[config.mk]
export PLATFORM = sky130hd
export DESIGN_NAME = websocket_frame_deframer_core_flat
export DESIGN_NICKNAME = d
export VERILOG_FILES = /design/src/wsd_pkg.sv /design/src/wsd_ifs.sv /design/src/wsd_parser.sv /design/src/websocket_frame_deframer_core.sv /design/src/flat_wrapper.sv
export VERILOG_INCLUDE_DIRS = /design/src /design/src/src
export SDC_FILE = /design/constraint.sdc
export NUM_CORES = 1
export LEC_CHECK = 0
export ABC_AREA = 1
export BUFFER_PORTS_ARGS = -buffer_cell sky130_fd_sc_hd__buf_2
export CORE_MARGIN = 10
export CORE_UTILIZATION = 45
export CTS_CLUSTER_DIAMETER = 200
export CTS_CLUSTER_SIZE = 8
export DETAILED_ROUTE_END_ITERATION = 12
export SYNTH_ARGS = -nofsm -noshare
export SYNTH_HDL_FRONTEND = slang
export SYNTH_SLANG_ARGS = --single-unit
[constraint.sdc]
create_clock -name clk -period 2.4 [get_ports clk]
set_input_delay 0.12 -clock clk [delete_from_list [all_inputs] [get_ports clk]]
set_output_delay 0.12 -clock clk [all_outputs]
set_load 0.05 [all_outputs]
[src/assert_macros.svh]
// assertion helper macros for the websocket deframer
// used by the top level; no other dependencies
`ifndef ASSERT_MACROS_SVH
`define ASSERT_MACROS_SVH

// condition holds whenever the block is out of reset
`define WSD_ASSERT_ALWAYS(lbl, cond, msg) \
  lbl: assert property (@(posedge clk) disable iff (!rst_n) (cond)) else $error(msg);

// antecedent in one cycle implies consequent in the next
`define WSD_ASSERT_NEXT(lbl, ante, cons, msg) \
  lbl: assert property (@(posedge clk) disable iff (!rst_n) (ante) |=> (cons)) else $error(msg);

`endif

[src/wsd_pkg.sv]
// types and constants shared by the websocket deframer
// no dependencies
`timescale 1ns / 1ps

package wsd_pkg;

  typedef enum logic [2:0] {
    PH_HDR0    = 3'd0,
    PH_HDR1    = 3'd1,
    PH_EXTLEN  = 3'd2,
    PH_MASK    = 3'd3,
    PH_PAYLOAD = 3'd4
  } phase_t;

  localparam logic [3:0] OP_CONT   = 4'h0;
  localparam logic [3:0] OP_TEXT   = 4'h1;
  localparam logic [3:0] OP_BINARY = 4'h2;
  localparam logic [3:0] OP_CLOSE  = 4'h8;
  localparam logic [3:0] OP_PING   = 4'h9;
  localparam logic [3:0] OP_PONG   = 4'hA;

  localparam logic [2:0] ST_OK           = 3'd0;
  localparam logic [2:0] ST_NO_MASK      = 3'd1;
  localparam logic [2:0] ST_FRAG_CONTROL = 3'd2;
  localparam logic [2:0] ST_BAD_OPCODE   = 3'd3;
  localparam logic [2:0] ST_STRAY_CONT   = 3'd4;
  localparam logic [2:0] ST_DISCARD      = 3'd5;

  localparam logic [6:0] LEN_MAX_SHORT = 7'd125;
  localparam logic [6:0] LEN_CODE_16   = 7'd126;
  localparam logic [2:0] HDR_CNT_16    = 3'd1;
  localparam logic [2:0] HDR_CNT_64    = 3'd7;
  localparam logic [2:0] HDR_CNT_MASK  = 3'd3;

  // one input item as seen by the parser
  typedef struct packed {
    logic       step;
    logic       restart;
    logic [7:0] stream_byte;
  } wsd_item_t;

  // one result item, valid says whether the item produced it
  typedef struct packed {
    logic       valid;
    logic [7:0] data_byte;
    logic       has_data;
    logic [3:0] msg_opcode;
    logic       frame_end;
    logic       message_end;
    logic [2:0] status;
  } wsd_res_t;

endpackage

[src/wsd_ifs.sv]
// valid/ready channel interfaces for the websocket deframer
// no dependencies
`timescale 1ns / 1ps

interface wsd_in_if;
  logic       valid;
  logic       ready;
  logic [7:0] stream_byte;
  logic       restart;

  modport source (output valid, output stream_byte, output restart, input ready);
  modport sink (input valid, input stream_byte, input restart, output ready);
endinterface

interface wsd_out_if;
  logic       valid;
  logic       ready;
  logic [7:0] data_byte;
  logic       has_data;
  logic [3:0] msg_opcode;
  logic       frame_end;
  logic       message_end;
  logic [2:0] status;

  modport source (output valid, output data_byte, output has_data, output msg_opcode,
                  output frame_end, output message_end, output status, input ready);
  modport sink (input valid, input data_byte, input has_data, input msg_opcode,
                input frame_end, input message_end, input status, output ready);
endinterface

[src/wsd_parser.sv]
// frame header parser and payload unmasker, one byte per step
// depends on wsd_pkg
`timescale 1ns / 1ps

module wsd_parser (
  input  logic              clk,
  input  logic              rst_n,
  input  wsd_pkg::wsd_item_t item,
  output wsd_pkg::wsd_res_t  res
);
  import wsd_pkg::*;

  phase_t      phase_r, phase_nxt;
  logic [2:0]  hdr_cnt_r, hdr_cnt_nxt;
  logic        fin_r, fin_nxt;
  logic [3:0]  frame_op_r, frame_op_nxt;
  logic [63:0] rem_r, rem_nxt;
  logic [31:0] key_r, key_nxt;
  logic [1:0]  key_idx_r, key_idx_nxt;
  logic [3:0]  frag_op_r, frag_op_nxt;
  logic        frag_open_r, frag_open_nxt;
  logic        halted_r, halted_nxt;

  logic [7:0]  b;
  logic [3:0]  op;
  logic [6:0]  len_code;
  logic        op_known;
  logic [63:0] rem_dec;
  logic        rem_last;
  logic [7:0]  key_byte;

  assign b        = item.stream_byte;
  assign op       = b[3:0];
  assign len_code = b[6:0];
  assign op_known = op inside {OP_CONT, OP_TEXT, OP_BINARY, OP_CLOSE, OP_PING, OP_PONG};
  assign rem_dec  = rem_r - 64'd1;
  assign rem_last = (rem_dec == '0);

  always_comb begin
    case (key_idx_r)
      2'd0:    key_byte = key_r[31:24];
      2'd1:    key_byte = key_r[23:16];
      2'd2:    key_byte = key_r[15:8];
      default: key_byte = key_r[7:0];
    endcase
  end

  // next state
  always_comb begin
    phase_nxt     = phase_r;
    hdr_cnt_nxt   = hdr_cnt_r;
    fin_nxt       = fin_r;
    frame_op_nxt  = frame_op_r;
    rem_nxt       = rem_r;
    key_nxt       = key_r;
    key_idx_nxt   = key_idx_r;
    frag_op_nxt   = frag_op_r;
    frag_open_nxt = frag_open_r;
    halted_nxt    = halted_r;
    if (item.step) begin
      if (item.restart) begin
        phase_nxt     = PH_HDR0;
        hdr_cnt_nxt   = '0;
        fin_nxt       = 1'b0;
        frame_op_nxt  = '0;
        rem_nxt       = '0;
        key_nxt       = '0;
        key_idx_nxt   = '0;
        frag_op_nxt   = '0;
        frag_open_nxt = 1'b0;
        halted_nxt    = 1'b0;
      end else if (!halted_r) begin
        case (phase_r)
          PH_HDR0: begin
            fin_nxt = b[7];
            if (!op_known) begin
              halted_nxt = 1'b1;
            end else if (op[3]) begin
              if (!b[7]) begin
                halted_nxt = 1'b1;
              end else begin
                frame_op_nxt = op;
                phase_nxt    = PH_HDR1;
              end
            end else if (op == OP_CONT) begin
              if (!frag_open_r) begin
                halted_nxt = 1'b1;
              end else begin
                frame_op_nxt = frag_op_r;
                if (b[7]) begin
                  frag_open_nxt = 1'b0;
                end
                phase_nxt = PH_HDR1;
              end
            end else begin
              frame_op_nxt  = op;
              frag_op_nxt   = op;
              frag_open_nxt = !b[7];
              phase_nxt     = PH_HDR1;
            end
          end
          PH_HDR1: begin
            if (!b[7]) begin
              halted_nxt = 1'b1;
            end else begin
              if (len_code <= LEN_MAX_SHORT) begin
                rem_nxt     = {57'd0, len_code};
                phase_nxt   = PH_MASK;
                hdr_cnt_nxt = HDR_CNT_MASK;
              end else begin
                rem_nxt     = '0;
                phase_nxt   = PH_EXTLEN;
                hdr_cnt_nxt = (len_code == LEN_CODE_16) ? HDR_CNT_16 : HDR_CNT_64;
              end
            end
          end
          PH_EXTLEN: begin
            rem_nxt = {rem_r[55:0], b};
            if (hdr_cnt_r == '0) begin
              phase_nxt   = PH_MASK;
              hdr_cnt_nxt = HDR_CNT_MASK;
            end else begin
              hdr_cnt_nxt = hdr_cnt_r - 3'd1;
            end
          end
          PH_MASK: begin
            key_nxt = {key_r[23:0], b};
            if (hdr_cnt_r != '0) begin
              hdr_cnt_nxt = hdr_cnt_r - 3'd1;
            end else begin
              key_idx_nxt = '0;
              phase_nxt   = (rem_r == '0) ? PH_HDR0 : PH_PAYLOAD;
            end
          end
          PH_PAYLOAD: begin
            key_idx_nxt = key_idx_r + 2'd1;
            rem_nxt     = rem_dec;
            if (rem_last) begin
              phase_nxt = PH_HDR0;
            end
          end
          default: begin
            phase_nxt = PH_HDR0;
          end
        endcase
      end
    end
  end

  // result
  always_comb begin
    res = '0;
    if (item.step && !item.restart && !halted_r) begin
      case (phase_r)
        PH_HDR0: begin
          res.msg_opcode = op;
          if (!op_known) begin
            res.valid  = 1'b1;
            res.status = ST_BAD_OPCODE;
          end else if (op[3]) begin
            if (!b[7]) begin
              res.valid  = 1'b1;
              res.status = ST_FRAG_CONTROL;
            end
          end else if (op == OP_CONT) begin
            if (!frag_open_r) begin
              res.valid  = 1'b1;
              res.status = ST_STRAY_CONT;
            end
          end else if (frag_open_r) begin
            res.valid  = 1'b1;
            res.status = ST_DISCARD;
          end
        end
        PH_HDR1: begin
          if (!b[7]) begin
            res.valid      = 1'b1;
            res.msg_opcode = frame_op_r;
            res.status     = ST_NO_MASK;
          end
        end
        PH_MASK: begin
          if (hdr_cnt_r == '0 && rem_r == '0) begin
            res.valid       = 1'b1;
            res.msg_opcode  = frame_op_r;
            res.frame_end   = 1'b1;
            res.message_end = fin_r;
          end
        end
        PH_PAYLOAD: begin
          res.valid       = 1'b1;
          res.data_byte   = b ^ key_byte;
          res.has_data    = 1'b1;
          res.msg_opcode  = frame_op_r;
          res.frame_end   = rem_last;
          res.message_end = rem_last & fin_r;
        end
        default: begin
          res = '0;
        end
      endcase
    end
  end

  always_ff @(posedge clk) begin
    if (!rst_n) begin
      phase_r     <= PH_HDR0;
      hdr_cnt_r   <= '0;
      fin_r       <= 1'b0;
      frame_op_r  <= '0;
      rem_r       <= '0;
      key_r       <= '0;
      key_idx_r   <= '0;
      frag_op_r   <= '0;
      frag_open_r <= 1'b0;
      halted_r    <= 1'b0;
    end else begin
      phase_r     <= phase_nxt;
      hdr_cnt_r   <= hdr_cnt_nxt;
      fin_r       <= fin_nxt;
      frame_op_r  <= frame_op_nxt;
      rem_r       <= rem_nxt;
      key_r       <= key_nxt;
      key_idx_r   <= key_idx_nxt;
      frag_op_r   <= frag_op_nxt;
      frag_open_r <= frag_open_nxt;
      halted_r    <= halted_nxt;
    end
  end

endmodule

[src/websocket_frame_deframer_core.sv]
// datapath: an accepted byte is held in the input reg, then its result is captured in the result reg
// throughput: one byte per cycle while out_ch is not stalled; the input reg advances whenever the result reg
// is free or taken in the same cycle, so back-to-back items flow without gaps
// reset: synchronous active-low rst_n clears all parser state and both valid flags;
// a restart item clears the parser state in order with the stream
`timescale 1ns / 1ps
`include "assert_macros.svh"

module websocket_frame_deframer_core (
  input logic       clk,
  input logic       rst_n,
  wsd_in_if.sink    in_ch,
  wsd_out_if.source out_ch
);
  import wsd_pkg::*;

  logic       stage_valid_r;
  logic       stage_restart_r;
  logic [7:0] stage_byte_r;
  logic       stage_go;
  logic       out_valid_r;
  wsd_res_t   out_r;
  wsd_item_t  item;
  wsd_res_t   res;

  assign stage_go    = stage_valid_r && (!out_valid_r || out_ch.ready);
  assign in_ch.ready = !stage_valid_r || stage_go;

  assign item.step        = stage_go;
  assign item.restart     = stage_restart_r;
  assign item.stream_byte = stage_byte_r;

  wsd_parser u_parser (
    .clk   (clk),
    .rst_n (rst_n),
    .item  (item),
    .res   (res)
  );

  always_ff @(posedge clk) begin
    if (!rst_n) begin
      stage_valid_r <= 1'b0;
    end else if (in_ch.ready) begin
      stage_valid_r <= in_ch.valid;
    end
  end

  always_ff @(posedge clk) begin
    if (in_ch.ready && in_ch.valid) begin
      stage_byte_r    <= in_ch.stream_byte;
      stage_restart_r <= in_ch.restart;
    end
  end

  always_ff @(posedge clk) begin
    if (!rst_n) begin
      out_valid_r <= 1'b0;
    end else if (stage_go) begin
      out_valid_r <= res.valid;
    end else if (out_ch.ready) begin
      out_valid_r <= 1'b0;
    end
  end

  always_ff @(posedge clk) begin
    if (stage_go && res.valid) begin
      out_r <= res;
    end
  end

  assign out_ch.valid       = out_valid_r;
  assign out_ch.data_byte   = out_r.data_byte;
  assign out_ch.has_data    = out_r.has_data;
  assign out_ch.msg_opcode  = out_r.msg_opcode;
  assign out_ch.frame_end   = out_r.frame_end;
  assign out_ch.message_end = out_r.message_end;
  assign out_ch.status      = out_r.status;

  `WSD_ASSERT_ALWAYS(a_status_clean, !out_valid_r || out_r.status == ST_OK || (!out_r.has_data && !out_r.frame_end && !out_r.message_end), "status item carries data or end marks")
  `WSD_ASSERT_ALWAYS(a_mend_in_fend, !out_valid_r || !out_r.message_end || out_r.frame_end, "message end without frame end")
  `WSD_ASSERT_NEXT(a_stage_hold, stage_valid_r && !stage_go, stage_valid_r && $stable(stage_byte_r) && $stable(stage_restart_r), "stalled input reg changed")
  `WSD_ASSERT_NEXT(a_no_overwrite, out_valid_r && !out_ch.ready, out_valid_r && $stable(out_r), "pending result overwritten")

endmodule

[src/flat_wrapper.sv]
// flat-port wrapper written by rule: the top's interface ports become plain ports
module websocket_frame_deframer_core_flat import wsd_pkg::*;
  (clk, rst_n, in_ch_valid, in_ch_stream_byte, in_ch_restart, in_ch_ready, out_ch_valid, out_ch_data_byte, out_ch_has_data, out_ch_msg_opcode, out_ch_frame_end, out_ch_message_end, out_ch_status, out_ch_ready);
  wsd_in_if in_ch_i ();
  wsd_out_if out_ch_i ();
  input logic clk;
  input logic rst_n;
  input wire logic [$bits(in_ch_i.valid)-1:0] in_ch_valid;
  input wire logic [$bits(in_ch_i.stream_byte)-1:0] in_ch_stream_byte;
  input wire logic [$bits(in_ch_i.restart)-1:0] in_ch_restart;
  output wire logic [$bits(in_ch_i.ready)-1:0] in_ch_ready;
  output wire logic [$bits(out_ch_i.valid)-1:0] out_ch_valid;
  output wire logic [$bits(out_ch_i.data_byte)-1:0] out_ch_data_byte;
  output wire logic [$bits(out_ch_i.has_data)-1:0] out_ch_has_data;
  output wire logic [$bits(out_ch_i.msg_opcode)-1:0] out_ch_msg_opcode;
  output wire logic [$bits(out_ch_i.frame_end)-1:0] out_ch_frame_end;
  output wire logic [$bits(out_ch_i.message_end)-1:0] out_ch_message_end;
  output wire logic [$bits(out_ch_i.status)-1:0] out_ch_status;
  input wire logic [$bits(out_ch_i.ready)-1:0] out_ch_ready;
  assign in_ch_i.valid = in_ch_valid;
  assign in_ch_i.stream_byte = in_ch_stream_byte;
  assign in_ch_i.restart = in_ch_restart;
  assign in_ch_ready = in_ch_i.ready;
  assign out_ch_valid = out_ch_i.valid;
  assign out_ch_data_byte = out_ch_i.data_byte;
  assign out_ch_has_data = out_ch_i.has_data;
  assign out_ch_msg_opcode = out_ch_i.msg_opcode;
  assign out_ch_frame_end = out_ch_i.frame_end;
  assign out_ch_message_end = out_ch_i.message_end;
  assign out_ch_status = out_ch_i.status;
  assign out_ch_i.ready = out_ch_ready;
  websocket_frame_deframer_core u_core (.clk(clk), .rst_n(rst_n), .in_ch(in_ch_i), .out_ch(out_ch_i));
endmodule
==> flow_summary.toml <==
[routing]
drt_iter0_drc = 722
vias_per_cell = 5.316
wl_met1_mm = 12.75
wl_met3_mm = 1.502
topRoutingLayerUsed = "met4"
routed_wl_mm = 29.73
vias = 9781
ant_nets = 0
dr_wl_met2_mm = 14.46
detail_route.wl_per_cell_um = 16.16
drt_pass1_iterations = 5
drc = 0

[yosys]
yosys-top-cells-count = "521 x nand2_1, 203 x nor2_1, 137 x a21oi_1, 130 x inv_1, 116 x dfxtp_1"
ys.flop_type = "dfxtp_1"
yosys_warnings = 0
yosys.area.top_type = "dfxtp_1"
ys_async_sr_fraction_pct = 0
synth_xor_xnor_area_share_pct = 0.5845
synthCells = 1460
synth-edff-count = 27
synth_cell_types = 38
synth_area_leaders = "dfxtp_1 26%, nand2_1 22%, edfxtp_1 9.0%"
synth_top_cell_area_share_pct = 25.83
synth_top_family_by_area = "simple AND/OR/NAND/NOR gates"
synth-seq-cells = 143
seq_area_frac_synth_pct = 34.85
synth_compound_area_share_pct = 15.70
synth_adder_area_share_pct = 1.392
synth_nets = 1483
yosysMostFrequentCell = "nand2_1"
synth_simple_gate_area_share_pct = 39.48
syn-mean-instance-area_um2 = 6.158
synth_mux_area_share_pct = 0
synth_area_mm2 = 0.008991

[global_route]
grt_max_degree = 65
grtUsageTotal_pct = 22.03
grt_pass1_wl_mm = 46.71
antenna_found_initial = 0
grt.overflow.total = 0
grt_pass1_vias = 9158

[clock_network]
h-tree-depth = 4
clk_pin_slew_worst_paths_ns = 0.07
clock_insertion_delay_worst_skew_ns = 0.44
clockBufferDepth = 2
cts_buffers = 17
tritoncts = "done"
cts.sinks = 143
clock-root-buffer = "clkbuf_16"

[timing]
finClkSkew_ns = 0.01049
finalSetupViolations = 4
rsz0062_at_grt = "yes"
slew_headroom_pct = 35.98
max_freq_ghz = 0.4161
tightest_slew_ns = 0.9592
hold_viol = 0
setup_ws_ns = -0.003135
fin_crit_sh_pct = 100.1
hold-worst-slack_ns = 0.03996
slew_viol_final = 0
finalCriticalPeriod_ns = 2.403

[critical_path]
crit_top_cell = "nor2_2"
required_ns = 2.54
slowest_delay_ns = 0.35
crit_fanout = 9
cp.arrival_ns = 2.54
critPathKind = "reg2reg"
slowest_stage = "dfxtp_1"
cp_cell_sequence = "nor2_2 > nand2_1 > nor2_2 > inv_1 > nor2_2 > nand3_1 > nor4_4 > a31oi_1 > nand3_1 > nand2_1 > inv_1 > buf_4"
start_kind = "flip-flop"
cp-end-kind = "flip-flop"

[placed_design]
pre_cts_ws_ns = -0.1182
place_area_mm2 = 0.009961
port_buffers = 32
dp_hpwl_mm = 21.16
finalWeightedCongestion = 0.9678

[die]
core_area_mm2 = 0.01959
chipWidth_um = 161.4
initial_core_util_pct = 45.90
num_io_pins = 33
rows = 51
die-height_um = 161.4
die_area_mm2 = 0.02603

[layout]
nFillCells = 1982
syn_to_final_growth_pct = 24.03
final_util_pct = 56.93
final_layout_size_suffix_gt1_share_pct = 20.13
fin_nets = 1585
multi_input_area_mm2 = 0.005555
register_area_mm2 = 0.003157
final_cell_area_mm2 = 0.01115
n_antenna_cell = 0

[status]
violations = "setup timing"
run_status = "complete, but fails checks"

[power_and_ir_drop]
p_per_area_mw_per_mm2 = 650.3
p_total_w = 0.007252
p_leak_nw = 5.032
ir_drop_mv = 0.4772

[worst_hold_path]
hp-class = "in2reg"

[job]
max_cap_violations = 0
## final timing paths
check,from,to,slack (ns),cells past startpoint
max reg2reg,u_core.u_parser.rem_r[19],u_core.out_ch.data_byte[3],-0.003,12
min,rst_n,u_core.u_parser.phase_r[2],0.04,3
max,u_core.u_parser.rem_r[19],u_core.out_ch.data_byte[3],-0.003,12
min reg2reg,u_core.u_parser.key_r[24],u_core.u_parser.key_r[24],0.46,2
## power breakdown
group | internal (W) | switching (W) | leakage, nW
Sequential | 0.00250 | 0.0000493 | 1.19
Clock | 0.00145 | 0.00125 | 0.293
Combinational | 0.000716 | 0.00129 | 3.55
## layer usage
metal | GRT usage, % | vias up
met3 | 3.762 | 66
met4 | 8.437 | 0
li1 | - | 4909
met5 | 0 | -
met2 | 37.39 | 266
met1 | 27.29 | 4540
## cells by family after synthesis
logic type / after synthesis
compound gates: 261
xor+xnor: 6
fa+ha+maj: 10
buf+inv: 189
flops: 143
simple gates: 851
## area by class of cell
class | count | share of cell area [%]
Inverter | 134 | 4.522
Multi-Input combinational cell | 1128 | 49.82
Clock buffer | 19 | 4.084
Tap cell | 265 | 2.973
Clock inverter | 13 | 1.178
Sequential cell | 143 | 28.31
Timing Repair Buffer | 138 | 9.122
## cells in the final DEF (no fill, tap or decap), drive strengths merged, types with 6 or more instances in the layout
cell type | Yosys | final
edfxtp | 27 | 27
nor2 | 227 | 227
o22ai | 40 | 40
nand2 | 533 | 533
nand4 | 7 | 7
o21ai | 63 | 63
clkbuf | 44 | 20
xor2 | 6 | 6
or2 | 8 | 8
dfxtp | 116 | 116
ha | 10 | 10
inv | 133 | 143
dlygate4sd3 | 0 | 11
buf | 11 | 126
nor3 | 6 | 6
nand3 | 65 | 65
a21oi | 137 | 137
## per-stage QoR
| step | cells | setup TNS, ns |
|---|---|---|
| 2_1_floorplan | 1460 | 0 |
| 3_3_place_gp | 1792 | -0.05571 |
| 3_5_place_dp | 1792 | -2.206 |
| 4_1_cts | 1835 | 0 |
| 5_1_grt | 1840 | -2.173 |
| 6_report | 1840 | -0.01063 |
## critical path, delay by kind of cell, from the launching register on
kind,cells,cell delay (ns)
AO/OA/AOI/OAI,1,0.18
buffers and inverters,3,0.33
flip-flops,1,0.35
AND/OR/NAND/NOR,8,1.25
## sequential cells by signal, indices dropped and copies added, names as in the netlist, 2 cells and up
name / flops
u_core.u_parser.phase_r: 3
u_core.u_parser.rem_r: 64
u_core.u_parser.frag_op_r: 3
u_core.stage_byte_r: 8
u_core.u_parser.key_idx_r: 2
u_core.u_parser.hdr_cnt_r: 3
u_core.out_ch.msg_opcode: 4
u_core.out_ch.data_byte: 8
u_core.u_parser.key_r: 32
u_core.out_ch.status: 3
u_core.u_parser.frame_op_r: 4
## repair_timing
action / in CTS / in global routing
buffers inserted: 0 / 4
pin swaps: 2 / 33
gates cloned: 0 / 1
gates resized for setup: 10 / 132
setup endpoints to repair: 23 / 28
hold buffers: 11 / 0
hold endpoints to repair: 11 / 0
(Power assumes the default switching activity.)
